$ cat src/design/ifmt_pkg.sv
// Shared types, constants and helper functions for the integer to ASCII formatter.
// Used by every module of the formatter; it depends on nothing else.
package ifmt_pkg;

   localparam int QUEUE_DEPTH    = 4;
   localparam int QUEUE_PTR_BITS = $clog2(QUEUE_DEPTH);
   localparam int BCD_DIGITS     = 20;
   localparam int BCD_BITS       = 4 * BCD_DIGITS;
   localparam int WORK_BITS      = 66;
   localparam int DABBLE_STEPS   = 64;

   localparam logic [7:0] CHAR_ZERO    = 8'h30;
   localparam logic [7:0] CHAR_LOWER_A = 8'h61;
   localparam logic [7:0] CHAR_UPPER_A = 8'h41;
   localparam logic [7:0] CHAR_MINUS   = 8'h2D;

   typedef enum logic [1:0] {
      OP_UDEC = 2'd0,
      OP_SDEC = 2'd1,
      OP_HEX  = 2'd2,
      OP_OCT  = 2'd3
   } opcode_type;

   typedef enum logic [1:0] {
      WSEL_8  = 2'd0,
      WSEL_16 = 2'd1,
      WSEL_32 = 2'd2,
      WSEL_64 = 2'd3
   } width_select_type;

   typedef enum logic [1:0] {
      FE_IDLE,
      FE_DABBLE,
      FE_EMIT
   } front_state_type;

   typedef struct packed {
      logic [7:0] character;
      logic       last;
   } char_type;

   typedef struct packed {
      logic     valid;
      char_type data;
   } push_type;

   typedef struct packed {
      logic     empty;
      logic     full;
      char_type head;
   } queue_status_type;

   function automatic logic [7:0] hex_char(input logic [3:0] nib, input logic upper);
      logic [7:0] base;
      if (nib < 4'd10) begin
         hex_char = CHAR_ZERO + {4'd0, nib};
      end else begin
         base     = upper ? CHAR_UPPER_A : CHAR_LOWER_A;
         hex_char = base + {4'd0, nib - 4'd10};
      end
   endfunction

endpackage

$ cat src/design/ifmt_front.sv
// Front end of the formatter: takes a command, converts decimal values to BCD and
// pushes the characters of the text into the queue. Depends on ifmt_pkg.
module ifmt_front (
   input  logic                      clock,
   input  logic                      reset,
   input  logic                      start,
   output logic                      busy,
   input  logic [63:0]               req_value,
   input  logic [1:0]                req_opcode,
   input  logic [1:0]                req_width_select,
   input  logic                      req_upper_case,
   input  ifmt_pkg::queue_status_type q_status,
   output ifmt_pkg::push_type         push
);

   ifmt_pkg::front_state_type state_ff, state_in;
   ifmt_pkg::opcode_type      mode_ff, mode_in;
   logic                      upper_ff, upper_in;
   logic                      sign_ff, sign_in;
   logic                      lead_ff, lead_in;
   logic [4:0]                rem_ff, rem_in;
   logic [5:0]                step_ff, step_in;
   logic [ifmt_pkg::WORK_BITS-1:0] work_ff, work_in;
   logic [ifmt_pkg::BCD_BITS-1:0]  bcd_ff, bcd_in;

   logic                      accept;
   logic                      dabble_done;
   logic                      final_push;
   logic                      skip;
   logic [63:0]               mag;
   logic [ifmt_pkg::BCD_BITS-1:0] bcd_adj;
   logic [3:0]                top_digit;
   ifmt_pkg::opcode_type      req_op;

   assign req_op      = ifmt_pkg::opcode_type'(req_opcode);
   assign accept      = start && (state_ff == ifmt_pkg::FE_IDLE);
   assign busy        = (state_ff != ifmt_pkg::FE_IDLE);
   assign dabble_done = (step_ff == 6'(ifmt_pkg::DABBLE_STEPS - 1));
   assign top_digit   = bcd_ff[ifmt_pkg::BCD_BITS-1 -: 4];
   assign skip        = ((mode_ff == ifmt_pkg::OP_UDEC) || (mode_ff == ifmt_pkg::OP_SDEC))
                        && lead_ff && (top_digit == 4'd0) && (rem_ff != 5'd1);
   assign final_push  = (state_ff == ifmt_pkg::FE_EMIT) && !sign_ff && (rem_ff == 5'd1)
                        && !q_status.full;
   assign mag         = (req_op == ifmt_pkg::OP_SDEC && req_value[63]) ?
                        (~req_value + 64'd1) : req_value;

   // Add three to every BCD digit of five or more before the shift.
   always_comb begin
      for (int d = 0; d < ifmt_pkg::BCD_DIGITS; d++) begin
         bcd_adj[4*d +: 4] = (bcd_ff[4*d +: 4] >= 4'd5) ? (bcd_ff[4*d +: 4] + 4'd3)
                                                          : bcd_ff[4*d +: 4];
      end
   end

   always_comb begin
      state_in = state_ff;
      unique case (state_ff)
         ifmt_pkg::FE_IDLE: begin
            if (accept) begin
               if (req_op == ifmt_pkg::OP_UDEC || req_op == ifmt_pkg::OP_SDEC) begin
                  state_in = ifmt_pkg::FE_DABBLE;
               end else begin
                  state_in = ifmt_pkg::FE_EMIT;
               end
            end
         end
         ifmt_pkg::FE_DABBLE: begin
            if (dabble_done) begin
               state_in = ifmt_pkg::FE_EMIT;
            end
         end
         ifmt_pkg::FE_EMIT: begin
            if (final_push) begin
               state_in = ifmt_pkg::FE_IDLE;
            end
         end
         default: state_in = ifmt_pkg::FE_IDLE;
      endcase
   end

   always_comb begin
      mode_in    = mode_ff;
      upper_in   = upper_ff;
      sign_in    = sign_ff;
      lead_in    = lead_ff;
      rem_in     = rem_ff;
      step_in    = step_ff;
      work_in    = work_ff;
      bcd_in     = bcd_ff;
      push.valid = 1'b0;
      push.data  = '0;
      unique case (state_ff)
         ifmt_pkg::FE_IDLE: begin
            if (accept) begin
               mode_in  = req_op;
               upper_in = req_upper_case;
               sign_in  = (req_op == ifmt_pkg::OP_SDEC) && req_value[63];
               lead_in  = 1'b1;
               step_in  = 6'd0;
               bcd_in   = '0;
               case (req_op)
                  ifmt_pkg::OP_HEX: begin
                     // Left-align the selected width so its top nibble sits at the top.
                     case (ifmt_pkg::width_select_type'(req_width_select))
                        ifmt_pkg::WSEL_8: begin
                           work_in = {req_value[7:0], 58'd0};
                           rem_in  = 5'd2;
                        end
                        ifmt_pkg::WSEL_16: begin
                           work_in = {req_value[15:0], 50'd0};
                           rem_in  = 5'd4;
                        end
                        ifmt_pkg::WSEL_32: begin
                           work_in = {req_value[31:0], 34'd0};
                           rem_in  = 5'd8;
                        end
                        default: begin
                           work_in = {req_value, 2'd0};
                           rem_in  = 5'd16;
                        end
                     endcase
                  end
                  ifmt_pkg::OP_OCT: begin
                     // The first digit may reach one or two bits above the width.
                     case (ifmt_pkg::width_select_type'(req_width_select))
                        ifmt_pkg::WSEL_8: begin
                           work_in = {req_value[8:0], 57'd0};
                           rem_in  = 5'd3;
                        end
                        ifmt_pkg::WSEL_16: begin
                           work_in = {req_value[17:0], 48'd0};
                           rem_in  = 5'd6;
                        end
                        ifmt_pkg::WSEL_32: begin
                           work_in = {req_value[32:0], 33'd0};
                           rem_in  = 5'd11;
                        end
                        default: begin
                           work_in = {2'd0, req_value};
                           rem_in  = 5'd22;
                        end
                     endcase
                  end
                  default: begin
                     work_in = {mag, 2'd0};
                     rem_in  = 5'(ifmt_pkg::BCD_DIGITS);
                  end
               endcase
            end
         end
         ifmt_pkg::FE_DABBLE: begin
            bcd_in  = {bcd_adj[ifmt_pkg::BCD_BITS-2:0], work_ff[ifmt_pkg::WORK_BITS-1]};
            work_in = {work_ff[ifmt_pkg::WORK_BITS-2:0], 1'b0};
            step_in = step_ff + 6'd1;
         end
         ifmt_pkg::FE_EMIT: begin
            if (sign_ff) begin
               push.valid          = 1'b1;
               push.data.character = ifmt_pkg::CHAR_MINUS;
               push.data.last      = 1'b0;
               if (!q_status.full) begin
                  sign_in = 1'b0;
               end
            end else if (skip) begin
               bcd_in = {bcd_ff[ifmt_pkg::BCD_BITS-5:0], 4'd0};
               rem_in = rem_ff - 5'd1;
            end else begin
               push.valid     = 1'b1;
               push.data.last = (rem_ff == 5'd1);
               case (mode_ff)
                  ifmt_pkg::OP_HEX: begin
                     push.data.character =
                        ifmt_pkg::hex_char(work_ff[ifmt_pkg::WORK_BITS-1 -: 4], upper_ff);
                  end
                  ifmt_pkg::OP_OCT: begin
                     push.data.character =
                        ifmt_pkg::CHAR_ZERO + {5'd0, work_ff[ifmt_pkg::WORK_BITS-1 -: 3]};
                  end
                  default: begin
                     push.data.character = ifmt_pkg::CHAR_ZERO + {4'd0, top_digit};
                  end
               endcase
               if (!q_status.full) begin
                  rem_in  = rem_ff - 5'd1;
                  lead_in = 1'b0;
                  bcd_in  = {bcd_ff[ifmt_pkg::BCD_BITS-5:0], 4'd0};
                  if (mode_ff == ifmt_pkg::OP_HEX) begin
                     work_in = {work_ff[ifmt_pkg::WORK_BITS-5:0], 4'd0};
                  end else begin
                     work_in = {work_ff[ifmt_pkg::WORK_BITS-4:0], 3'd0};
                  end
               end
            end
         end
         default: begin
            push.valid = 1'b0;
         end
      endcase
   end

   always_ff @(posedge clock) begin
      if (reset) begin
         state_ff <= ifmt_pkg::FE_IDLE;
      end else begin
         state_ff <= state_in;
      end
   end

   always_ff @(posedge clock) begin
      mode_ff  <= mode_in;
      upper_ff <= upper_in;
      sign_ff  <= sign_in;
      lead_ff  <= lead_in;
      rem_ff   <= rem_in;
      step_ff  <= step_in;
      work_ff  <= work_in;
      bcd_ff   <= bcd_in;
   end

endmodule

$ cat src/design/ifmt_queue.sv
// Character queue between the front end and the output stage of the formatter.
// A small register FIFO; depends on ifmt_pkg.
module ifmt_queue (
   input  logic                       clock,
   input  logic                       reset,
   input  ifmt_pkg::push_type          push,
   input  logic                       pop,
   output ifmt_pkg::queue_status_type  status
);

   ifmt_pkg::char_type entry_ff [ifmt_pkg::QUEUE_DEPTH];
   logic [ifmt_pkg::QUEUE_PTR_BITS-1:0] wr_ptr_ff, wr_ptr_in;
   logic [ifmt_pkg::QUEUE_PTR_BITS-1:0] rd_ptr_ff, rd_ptr_in;
   logic [ifmt_pkg::QUEUE_PTR_BITS:0]   count_ff, count_in;
   logic                                do_write;
   logic                                do_read;

   assign status.empty = (count_ff == '0);
   assign status.full  = (count_ff == (ifmt_pkg::QUEUE_PTR_BITS+1)'(ifmt_pkg::QUEUE_DEPTH));
   assign status.head  = entry_ff[rd_ptr_ff];
   assign do_write     = push.valid && !status.full;
   assign do_read      = pop && !status.empty;

   always_comb begin
      wr_ptr_in = do_write ? (wr_ptr_ff + 1'b1) : wr_ptr_ff;
      rd_ptr_in = do_read ? (rd_ptr_ff + 1'b1) : rd_ptr_ff;
      count_in  = count_ff;
      if (do_write && !do_read) begin
         count_in = count_ff + 1'b1;
      end else if (do_read && !do_write) begin
         count_in = count_ff - 1'b1;
      end
   end

   always_ff @(posedge clock) begin
      if (reset) begin
         wr_ptr_ff <= '0;
         rd_ptr_ff <= '0;
         count_ff  <= '0;
      end else begin
         wr_ptr_ff <= wr_ptr_in;
         rd_ptr_ff <= rd_ptr_in;
         count_ff  <= count_in;
      end
   end

   always_ff @(posedge clock) begin
      if (do_write) begin
         entry_ff[wr_ptr_ff] <= push.data;
      end
   end

   a_count_bounded: assert property (@(posedge clock) disable iff (reset)
      count_ff <= (ifmt_pkg::QUEUE_PTR_BITS+1)'(ifmt_pkg::QUEUE_DEPTH))
      else $error("queue occupancy exceeds its depth");

   a_ptr_count_agree: assert property (@(posedge clock) disable iff (reset)
      (wr_ptr_ff - rd_ptr_ff) == count_ff[ifmt_pkg::QUEUE_PTR_BITS-1:0])
      else $error("queue pointers disagree with occupancy");

   a_write_grows: assert property (@(posedge clock) disable iff (reset)
      (do_write && !do_read) |=> (count_ff == $past(count_ff) + 1'b1))
      else $error("queue write without read did not grow occupancy");

   a_read_shrinks: assert property (@(posedge clock) disable iff (reset)
      (do_read && !do_write) |=> (count_ff == $past(count_ff) - 1'b1))
      else $error("queue read without write did not shrink occupancy");

endmodule

$ cat src/design/ifmt_back.sv
// Output stage of the formatter: drains the character queue one transfer per cycle
// into the registered result ports. Depends on ifmt_pkg.
module ifmt_back (
   input  logic                       clock,
   input  logic                       reset,
   input  ifmt_pkg::queue_status_type  q_status,
   output logic                       pop,
   output logic                       rsp_strobe,
   output logic [7:0]                 rsp_character,
   output logic                       rsp_last
);

   logic       strobe_ff, strobe_in;
   logic [7:0] character_ff, character_in;
   logic       last_ff, last_in;

   assign pop = !q_status.empty;

   always_comb begin
      strobe_in    = !q_status.empty;
      character_in = q_status.empty ? character_ff : q_status.head.character;
      last_in      = q_status.empty ? last_ff : q_status.head.last;
   end

   always_ff @(posedge clock) begin
      if (reset) begin
         strobe_ff <= 1'b0;
      end else begin
         strobe_ff <= strobe_in;
      end
   end

   always_ff @(posedge clock) begin
      character_ff <= character_in;
      last_ff      <= last_in;
   end

   assign rsp_strobe    = strobe_ff;
   assign rsp_character = character_ff;
   assign rsp_last      = last_ff;

endmodule

$ cat src/design/integer_to_ascii_formatter_unit.sv
// Integer to ASCII formatter: one character transfer per cycle while any are queued,
// most significant first. Decimal values pass through 64 shift-add-3 steps to BCD,
// then leading zeros are skipped; hex and octal digits come from the left-aligned value.
// A four-entry queue lets the front end take the next command as the output stage drains.
// Synchronous active-high reset empties the queue and returns the front end to idle.
module integer_to_ascii_formatter_unit (
   input  logic        clock,
   input  logic        reset,
   input  logic        start,
   output logic        busy,
   input  logic [63:0] req_value,
   input  logic [1:0]  req_opcode,
   input  logic [1:0]  req_width_select,
   input  logic        req_upper_case,
   output logic        rsp_strobe,
   output logic [7:0]  rsp_character,
   output logic        rsp_last
);

   ifmt_pkg::push_type         push;
   ifmt_pkg::queue_status_type q_status;
   logic                       pop;

   ifmt_front u_front (
      .clock            (clock),
      .reset            (reset),
      .start            (start),
      .busy             (busy),
      .req_value        (req_value),
      .req_opcode       (req_opcode),
      .req_width_select (req_width_select),
      .req_upper_case   (req_upper_case),
      .q_status         (q_status),
      .push             (push)
   );

   ifmt_queue u_queue (
      .clock  (clock),
      .reset  (reset),
      .push   (push),
      .pop    (pop),
      .status (q_status)
   );

   ifmt_back u_back (
      .clock         (clock),
      .reset         (reset),
      .q_status      (q_status),
      .pop           (pop),
      .rsp_strobe    (rsp_strobe),
      .rsp_character (rsp_character),
      .rsp_last      (rsp_last)
   );

endmodule

$ cat config.mk
export PLATFORM = sky130hd
export DESIGN_NAME = integer_to_ascii_formatter_unit
export DESIGN_NICKNAME = d
export VERILOG_FILES = /design/src/design/ifmt_pkg.sv /design/src/design/ifmt_front.sv /design/src/design/ifmt_queue.sv /design/src/design/ifmt_back.sv /design/src/design/integer_to_ascii_formatter_unit.sv
export SDC_FILE = /design/constraint.sdc
export NUM_CORES = 1
export LEC_CHECK = 0
export ABC_AREA = 1
export BUFFER_PORTS_ARGS = -buffer_cell sky130_fd_sc_hd__buf_4
export CELL_PAD_IN_SITES_DETAIL_PLACEMENT = 1
export CELL_PAD_IN_SITES_GLOBAL_PLACEMENT = 2
export CORE_ASPECT_RATIO = 1.1
export CORE_UTILIZATION = 36
export DETAILED_ROUTE_END_ITERATION = 10
export GPL_ROUTABILITY_DRIVEN = 0
export GPL_TIMING_DRIVEN = 1
export PLACE_DENSITY_LB_ADDON = 0.05
export SLEW_MARGIN = 10
export SYNTH_ARGS = -nofsm -noshare
export SYNTH_HDL_FRONTEND = slang
export SYNTH_HIERARCHICAL = 1
export SYNTH_SLANG_ARGS = --single-unit
export TNS_END_PERCENT = 20
$ cat constraint.sdc
create_clock -name clock -period 5.72 [get_ports clock]
set_clock_uncertainty 0.05 [all_clocks]
set_input_delay 0.286 -clock clock [delete_from_list [all_inputs] [get_ports clock]]
set_output_delay 0.286 -clock clock [all_outputs]
set_load 0.05 [all_outputs]
# After elaboration in Yosys (flattened, before gate mapping)
# Memory sizes are Yosys's and may differ from the RTL's. A register that Yosys moved wholly into a read port is not among the register bits.
# Cells that the tools add are included.
# word_totals
ff_bits	172
latch_bits	0
ramBits	36
romBits	0
in_bits	72
out_inout_bits	11
wordCells	196
n_memories	1
# classes
addsub	32
mul	0
div	0
order_cmp	21
eq_ne	21
shift	0
n_mux	70
bitwise_logic	1
reduce_logical	37
# mem_list
name	depth	word_bits	rd	rd_ports_with_merged_regs	write_ports	line	source
u_queue.entry_ff	4	9	1	1	1	ifmt_queue.sv:11	ifmt_pkg::char_type entry_ff [ifmt_pkg::QUEUE_DEPTH];
# op_table
cell	count
$pmux 66 s3	3
$mux 66	5
$mux 80	4
$pmux 80 s3	1
$pmux 66 s2	1
$ge 4x3->1 const B	20
$add 4x2->4 const B	19
$mux 4	19
$add 64x1->64 const B	1
$mux 64	1
$not 64->64	1
$pmux 5 s3	2
$mux 10	2
$mux 5	4
$pmux 5 s2	2
$pmux 8 s2	1
$add 6x4->7 const A	2
$eq 2x2->1 const B	6
$mux 6	2
$pmux 6 s2	1
$logic_and 1x1->1	11
$mux 1	10
$reduce_and 5->1	2
$mux 3	3
33 further kinds	59

# Depth between registers and ports, before layout
# Gate-level depths: netlist of run 1.
# depth
word_depth	13
ltp_mapped	17
ltp_nobuf	17

# Hierarchy
# The synthesis of run 1 kept the hierarchy.
# modules_own_cells
mod	instances	cells_per_inst	area_per_inst_um2	seq_area_each_um2
ifmt_front	1	2173	14468.9	4904.7
ifmt_queue	1	156	1860.5	1261.2
ifmt_back	1	12	297.8	290.3

# Least setup slack after synthesis of run 1
# Ideal clock, no wire load.
# synth_path
kind	reg2reg
from	register u_front.state_ff[0]
to	register u_front/bcd_ff[0] (netlist bit), enable pin
setup_time_ns	0.519
arrival_ns	4.746
required_time_ns	5.151
path_slack_ns	0.405
path_stages_with_launch	7
n_path_buf	0
period_less_slack_ns	5.315
cell_sequence	dfxtp_1 -> inv_1 -> ha_1 -> inv_1 -> nor2_1 -> or2_2 -> nor2_1
# synth_between
elab_chain_len	4
word_cells_on_any_way	9
classes_between	eq/ne: 5; reduce/logical: 4
# synth_lines
item	line	source
from (decl)	ifmt_front.sv:16	ifmt_pkg::front_state_type state_ff, state_in;
from (signal assigned)	ifmt_front.sv:203	state_ff <= ifmt_pkg::FE_IDLE;
from (signal assigned)	ifmt_front.sv:205	state_ff <= state_in;
$logic_not 2->1	ifmt_front.sv:36, ifmt_front.sv:92	
$logic_and 1x1->1	ifmt_front.sv:36	assign accept = start && (state_ff == ifmt_pkg::FE_IDLE);
$ne 2x1->1 (no source line)	--	
$reduce_and 4->1 (no source line) (*)	--	
to (signal assigned)	ifmt_front.sv:217	bcd_ff <= bcd_in;
to (decl)	ifmt_front.sv:24	logic [ifmt_pkg::BCD_BITS-1:0] bcd_ff, bcd_in;
# Mark *: on every way between the ends. The rest lies on a longest branch, timed or not.
# A chain may end at the register's enable or synchronous reset.

# Worst setup path in the final report of run 1
# layout_path
from	register u_front.state_ff[0]
to	register u_front/bcd_ff[57] (netlist bit) (data pin)
# layout_between
elab_chain_len	2
word_cells_on_any_way	4
classes_between	eq/ne: 2; mux: 1; reduce/logical: 1
# layout_lines
item	line	source
$eq 2x2->1, or another cell as far along	ifmt_front.sv:92	unique case (state_ff)
$pmux 80 s3 (*)	ifmt_front.sv:92	
named net u_front.bcd_in, one bit	ifmt_front.sv:24	
# Mark *: on every way through the listed nets, which the timed path passes. The rest lies on a longest branch.

==> results of run 1 <==
[layout by cell type, fill, tap and decap left out, drive strengths merged, types with 5 or more instances in the layout]
master	instances
nand2	545
nor2	345
inv	316
o21ai	250
edfxtp	207
nand3	192
buf	97
a21oi	87
o22ai	68
ha	57
o211ai	33
clkbuf	28
o32ai	27
xor2	16
nand4	14
clkinv	14
nor3	13
dfxtp	12
o221ai	12
or2	9
o31ai	8
a31oi	7
a22oi	5
o21bai	5
[worst max-delay path, stage by stage (launching register included)]
cell and delay [ps]:
dfxtp_1 400, inv_1 90, ha_1 570, nand2_2 440, inv_2 780, buf_4 430, o21ai_0 150, o22ai_1 120
[layer usage]
metal | routed length (µm) | vias to the layer above
met5 | 0 | -
li1 | - | 7938
met2 | 30110 | 423
met3 | 2524 | 141
met4 | 3554 | 0
met1 | 28180 | 8106
[state kept, by name, indices dropped and copies added (netlist names), 3 cells and up, named ones only]
signal,count
u_front/bcd_ff,80
u_front/work_ff,66
u_queue/entry_ff,36
u_back/rsp_character,8
u_front/step_ff,6
u_front/rem_ff,5
u_queue/count_ff,3
[power groups by stage]
| stage | clock network, mW | logic, mW | registers (mW) |
|---|---|---|---|
| 6_report | 1.52 | 3.56 | 3.30 |
| 5_1_grt | 1.61 | 4.04 | 3.41 |
| 4_1_cts | 1.56 | 3.61 | 3.31 |
| 3_5_place_dp | 0 | 3.58 | 3.33 |
| 3_3_place_gp | 0 | 3.47 | 3.31 |
| 2_1_floorplan | 0 | 2.42 | 3.30 |
[per-stage QoR]
step           util, %  hold slack (ps)
6_report         40.50            61.37
5_1_grt          40.50            39.64
4_1_cts          40.50            33.43
3_5_place_dp     38.80            434.5
3_3_place_gp     38.80            432.0
2_1_floorplan        -            302.7
[final cells by class]
type                            count  area (µm²)  share of cell area (%)
Clock buffer                       28       636.9                   3.452
Clock inverter                     15       107.6                  0.5832
Inverter                          318        1204                   6.523
Multi-Input combinational cell   1710        8553                   46.36
Sequential cell                   219        6456                   34.99
Tap cell                          588       735.7                   3.987
Timing Repair Buffer              100       758.2                   4.109
[timing repair]
item | CTS | global route
endpoints found under the hold margin | 10 | 0
hold buffers | 3 | 0
buffers inserted | 0 | 0
[cells by family after synthesis]
kind of cell	Yosys count
compound gates	512
xor+xnor	17
fa+ha+maj	58
buf+inv	412
flops	219
other cells	1
simple gates	1122
[final timing paths]
check                               startpoint                           endpoint  cells after the start
max           u_front/state_ff[0]$_SDFFE_PP0P_       u_front/bcd_ff[57]$_DFFE_PP_                      7
min                              req_opcode[1]       u_front/mode_ff[1]$_DFFE_PP_                      1
min reg2reg  u_queue/rd_ptr_ff[0]$_SDFFE_PP0P_  u_queue/rd_ptr_ff[0]$_SDFFE_PP0P_                      2
max reg2reg   u_front/state_ff[0]$_SDFFE_PP0P_       u_front/bcd_ff[57]$_DFFE_PP_                      7
==> reports/metrics.yaml, run 1 <==
sta:
  rsz0062_at_grt: "false"
  worstMarginPinSlew_ps: 1088
  layout_setup_ws_ps: 2462
  relSlewSlack_pct: 27.39
  hold_viol: 0
  clock.fmax_mhz: 307.0
  finalCriticalPeriod_ps: 3258
  fin_tns_setup_ps: 0
  drv_slew: 0
  setup_viol: 0
  period_share_pct: 56.95
synthesis:
  synth-xor-area-share_pct: 0.8955
  yosysWarnings: 6
  yosys.area_share.simple_pct: 27.99
  synth_cell_types: 53
  synth_common_cells: "535 x nand2_1, 329 x nor2_1, 305 x inv_1, 233 x o21ai_0, 207 x edfxtp_1"
  ys_ff_latch: 219
  synth_nets: 2471
  synth_top_cell_by_area: "edfxtp_1"
  syn_area_um2: 16630
  netlist.area_leader.share_pct: 37.38
  synthArstFlopShare_pct: 0
  synthAdderAreaFrac_pct: 4.410
  synth_top_family_by_area: "simple AND/OR/NAND/NOR gates"
  ys.flop_type: "edfxtp_1"
  syn_inst: 2341
  post_synth.cell_area_avg_um2: 7.103
  yosysSeqAreaShare_pct: 38.83
  synth_edf_count: 207
  synth_compound_gate_area_share_pct: 17.96
  synthTopCellsByArea: "edfxtp_1 37%, nand2_1 12%, nor2_1 7.4%"
  synth_mux_area_share_pct: 0
  synthMostInstantiatedCell: "nand2_1"
place:
  port_buffers: 82
  place_inst: 2932
  hpwl_mm: 48.16
  place_area_um2: 17680
  place_ws_ps: 2423
pwr:
  p_per_area_nw_per_um2: 454.4
  p_int_mw: 4.622
  comb_power_share_pct: 42.5
  p_total_mw: 8.384
  p_leak_nw: 7.592
  p_seq_share_pct: 39.4
  clock_power_share_pct: 18.1
  vdd_drop_max_mv: 0.2894
  swShare_pct: 44.87
  p_sw_mw: 3.762
cells_and_area:
  num-nets-final: 2503
  final_area_um2: 18450
  nFillCells: 5790
  drive_above_1_share_pct: 7.782
  fin_cells: 2978
  syn_to_final_growth_pct: 10.97
  diodes: 0
global_route:
  met3_usage_pct: 2.247
  grt-busiest-layer: "met2"
  grt_use_met2_pct: 45.27
  grt_pass1_vias: 16880
  grt_remaining_overflow: 0
  gr-usage-met1_pct: 34.90
  grt_max_degree: 87
  grt_pass1_wl_mm: 98.02
  grt_use_total_pct: 27.21
  antenna_found_initial: 0
worst_setup_path:
  worstPathRequired_ps: 6030
  critPathArrivalTime_ps: 3560
  critical_path_class: "reg2reg"
  reg2reg_slack_ps: 2460
  crit_path_start_kind: "flop"
  cp-end-kind: "flop"
  crit_fanout: 41
clock_tree:
  clk_latency_ps: 530
  htree_num_levels: 1
  cts_buffers: 24
  post_cts_resized: 0
  clk_pin_slew_ps: 60
  cts_tree: "built"
  root_buffer: "clkbuf_16"
  clk_path_buf_depth: 3
  clock_sinks: 219
drt:
  drt_iter0_drc: 1052
  vias_per_cell: 5.577
  ant_nets: 0
  drt_pass1_iterations: 8
  num_vias: 16610
  remaining_drc_errors: 0
  wirelength_mm: 64.37
  drt-wirelength-per-cell_um: 21.61
outcome:
  status: "complete, no violations"
die:
  dieArea_um2: 47050
  io_pins: 83
  start_util_pct: 36.50
  core_um2: 45550
  fp.dieH_um: 227.4
  num_rows: 82
  die_w_um: 206.9
flow_run:
  max_cap_viol_count: 0
hold_path:
  hold_path_class: "in2reg"
Power figures use the tool's default switching activity.
==> run 2: changes to the inputs <==
--- a/config.mk
+++ b/config.mk
@@ -5,7 +5,7 @@
 export SDC_FILE = /design/constraint.sdc
 export NUM_CORES = 1
 export LEC_CHECK = 0
-export ABC_AREA = 1
+export ABC_AREA = 0
 export BUFFER_PORTS_ARGS = -buffer_cell sky130_fd_sc_hd__buf_4
 export CELL_PAD_IN_SITES_DETAIL_PLACEMENT = 1
 export CELL_PAD_IN_SITES_GLOBAL_PLACEMENT = 2
==> constraint.sdc (replaced) <==
create_clock -name clock -period 2.7 [get_ports clock]
set_clock_uncertainty 0.05 [all_clocks]
set_input_delay 0.135 -clock clock [delete_from_list [all_inputs] [get_ports clock]]
set_output_delay 0.135 -clock clock [all_outputs]
set_load 0.05 [all_outputs]
==> run 2 against run 1 <==
Wire length shrank 11%. Fmax grew 24%. Clock power grew 140%. Synthesized cell count shrank 27%. Worst hold slack lost 37 ps. Global-route usage shrank 1.6 points. Non-clock buffer count grew 154. Area after synthesis shrank 5.7%. Cell area grew 2.9%. Cell count shrank 18%. Critical endpoint is now u_queue/count_ff[2]$_SDFFE_PP0P_.
==> reports/metrics.yaml, run 2 <==
outcome:
  status: "complete, no violations"
place:
  hpwl_mm: 41.54  # -14%
  port_buffers: 82  # unchanged
  place_ws_ps: -172.7  # -2596 ps
  place_inst: 2363  # -19%
  place_area_um2: 17740  # +0.38%
synthesis:
  synthTopCellsByArea: "edfxtp_1 40%, a21oi_1 6.3%, nand2_1 5.4%"
  synthMostInstantiatedCell: "nand2_1"
  synth_cell_types: 79  # +49%
  syn_area_um2: 15680  # -5.7%
  yosysSeqAreaShare_pct: 41.16  # +2.3 points
  synth_edf_count: 207  # unchanged
  synth_top_cell_by_area: "edfxtp_1"
  ys.flop_type: "edfxtp_1"
  synth_common_cells: "224 x nand2_1, 207 x edfxtp_1, 196 x a21oi_1, 124 x o21ai_0, 112 x nor2_1"
  synthArstFlopShare_pct: 0  # unchanged
  syn_inst: 1717  # -27%
  synth_nets: 1847  # -25%
  netlist.area_leader.share_pct: 39.63  # +2.2 points
  post_synth.cell_area_avg_um2: 9.134  # +29%
  ys_ff_latch: 219  # unchanged
  yosysWarnings: 6  # unchanged
worst_setup_path:
  crit_fanout: 3  # -93%
  worstPathRequired_ps: 3130  # -2900 ps
  r2r_start: "u_front/rem_ff[1]$_DFFE_PP_"
  critPathBufInv: 3  # unchanged
  worstReg2RegEnd: "u_queue/count_ff[2]$_SDFFE_PP0P_"
  ff2ff_path_depth: 14  # +7
  critPathArrivalTime_ps: 3060  # -500 ps
  crit_path_start_kind: "flop"
  slowest_delay_ps: 410  # -370 ps
  reg2reg_slack_ps: 70  # -2390 ps
  critical_path_class: "reg2reg"
  cp-end-kind: "flop"
  crit_slowest_cell: "edfxtp_1"
  cp_top_family: "simple AND/OR/NAND/NOR gates"
  path_cells: "inv_2 -> ha_1 -> nand3b_1 -> nand3_2 -> nor2_1 -> nor2_2 -> inv_1 -> nor2_2 -> ha_2 -> inv_1 -> fa_1 -> xor2_1 -> or3_1 -> a21oi_2"
clock_tree:
  cts_tree: "built"
  clk_path_buf_depth: 3  # unchanged
  clock_sinks: 219  # unchanged
  clk_pin_slew_ps: 60  # about the same
  root_buffer: "clkbuf_16"
  htree_num_levels: 1  # unchanged
  cts_buffers: 27  # +13%
  clk_latency_ps: 540  # about the same
pwr:
  p_int_mw: 9.847  # +110%
  p_total_mw: 16.30  # +94%
  clock_power_share_pct: 22.2  # +4.1 points
  swShare_pct: 39.59  # -5.3 points
  comb_power_share_pct: 38.9  # -3.6 points
  p_seq_share_pct: 38.9  # -0.5 points
  p_per_area_nw_per_um2: 858.8  # +89%
  p_leak_nw: 6.856  # -9.7%
  p_sw_mw: 6.454  # +72%
  vdd_drop_max_mv: 0.4150  # +43%
cells_and_area:
  largestRegisters: "u_front/bcd_ff x80, u_front/work_ff x66, u_queue/entry_ff x36"
  post-route-util_pct: 44.56  # +4.1 points
  num-nets-final: 1992  # -20%
  fin_cells: 2448  # -18%
  nFillCells: 4820  # -17%
  final_common_cell: "nand2_1"
  layout_common_cells: "222 x nand2_1, 207 x edfxtp_1, 205 x buf_4, 195 x a21oi_1, 124 x o21ai_0"
  final_area_um2: 18980  # +2.9%
  multi_input_area_um2: 8513  # -0.47%
  seqCellArea_um2: 6456  # unchanged
  regMostFlops: "u_front/bcd_ff"
  syn_to_final_growth_pct: 21.03
  diodes: 0  # unchanged
  drive_above_1_share_pct: 17.28  # +9.5 points
  largest_reg_flops: 80  # unchanged
sta:
  setup_viol: 0  # unchanged
  layout_setup_ws_ps: 71.73  # -2391 ps
  rsz0062_at_grt: "true"
  fin_tns_setup_ps: 0  # unchanged
  drv_slew: 0  # unchanged
  worstMarginPinSlew_ps: 926.0  # -162.0 ps
  relSlewSlack_pct: 38.14  # +11 points
  holdWs_ps: 24.05  # -37.32 ps
  period_share_pct: 97.34  # +40 points
  clock.fmax_mhz: 380.5  # +24%
  hold_viol: 0  # unchanged
  finalCriticalPeriod_ps: 2628  # -629.2 ps
drt:
  remaining_drc_errors: 0  # unchanged
  num_vias: 14540  # -12%
  vias_per_cell: 5.940  # +6.5%
  drt_pass1_iterations: 5  # -3
  drt-wirelength-per-cell_um: 23.47  # +8.6%
  drt_iter0_drc: 918  # -13%
  ant_nets: 0  # unchanged
  wirelength_mm: 57.44  # -11%
hold_path:
  whs_endpoint: "u_front/work_ff[65]$_DFFE_PP_"
  hold_depth: 3  # +2
  hold_path_class: "in2reg"
  min_from: "req_value[63]"
die:
  num_rows: 79  # -3.7%
  die_w_um: 201.0  # -2.9%
  start_util_pct: 36.81  # +0.31 points
  dieArea_um2: 44410  # -5.6%
  core_um2: 42600  # -6.5%
  io_pins: 83  # unchanged
  fp.dieH_um: 220.9  # -2.9%
global_route:
  grt_pass1_vias: 15310  # -9.3%
  grt_remaining_overflow: 0  # unchanged
  grt_use_total_pct: 25.61  # -1.6 points
  antenna_found_initial: 0  # unchanged
  grt_pass1_wl_mm: 89.53  # -8.7%
  grt_max_degree: 71  # -18%
flow_run:
  max_cap_viol_count: 0  # unchanged
## run 2: cell types whose count changed in the layout (fill, tap and decap cells not counted), moves of 109 or more
cell,before,now
nand3_1,189,22
inv_1,304,58
nand2_1,533,222
o21ai_0,233,124
nor2_1,326,110
## run 2: worst max path at each step
stage	from	end	slack [ps]	depth (start not counted)
global route	u_front/rem_ff[1]$_DFFE_PP_	u_queue/count_ff[2]$_SDFFE_PP0P_	-60	14
CTS	u_front/rem_ff[1]$_DFFE_PP_	u_queue/count_ff[2]$_SDFFE_PP0P_	9	14
detailed placement	req_value[16]	u_front/work_ff[54]$_DFFE_PP_	-170	10
finish	u_front/rem_ff[1]$_DFFE_PP_	u_queue/count_ff[2]$_SDFFE_PP0P_	70	14
global placement	req_value[0]	u_front/work_ff[42]$_DFFE_PP_	-140	11
floorplan	u_front/bcd_ff[76]$_DFFE_PP_	u_front/bcd_ff[0]$_DFFE_PP_	-1040	7
## run 2: routing by layer
metal	GRT usage, %	vias to the layer above	part of all wire (%)
met2	44.98	393	50
met3	2.931	117	4.4
li1	-	6733	-
met4	9.308	0	3.4
met1	32.20	7298	43
met5	0	-	0
## run 2: area by class of cell
type                            count  area share, %
Tap cell                          567          3.737
Clock inverter                     18         0.9228
Clock buffer                       30          3.619
Multi-Input combinational cell   1294          44.85
Inverter                           66          1.325
Sequential cell                   219          34.01
Timing Repair Buffer              254          11.54
## run 2: repair_timing
item                                    CTS  global route
hold endpoints to repair                 45             0
gates cloned                              0             0
hold buffers                             33             0
resized for setup                         3             3
pin swaps                                 0             2
endpoints found under the setup margin    1             2
setup buffers                             1             3
## run 2: kinds of logic after synthesis
group                      Yosys count  synth area share (%)
AOI/OAI and AO/OA                  563                 22.79
and+or+nand+nor                    539                 16.47
DFF                                219                 41.16
buffers and inverters              204                 4.978
muxes                               67                 6.215
xor gates and xnor gates            66                 3.686
adders and majority gates           58                 4.675
other                                1               0.02391
## run 2: worst reg2reg max path, delay by kind of cell, from the launching register on
kind	cells	cell delay, ps
simple gates	6	870
fa+ha+maj	3	700
flops	1	410
buf+inv	3	230
xor+xnor	1	170
compound gates	1	150
## run 2: power by group through the flow
stage	logic, mW	clock network, mW	registers [mW]
5_1_grt	7.00	3.83	6.52
2_1_floorplan	3.90	0	6.31
6_report	6.34	3.62	6.35
3_5_place_dp	6.25	0	6.39
3_3_place_gp	6.09	0	6.37
4_1_cts	6.34	3.73	6.34
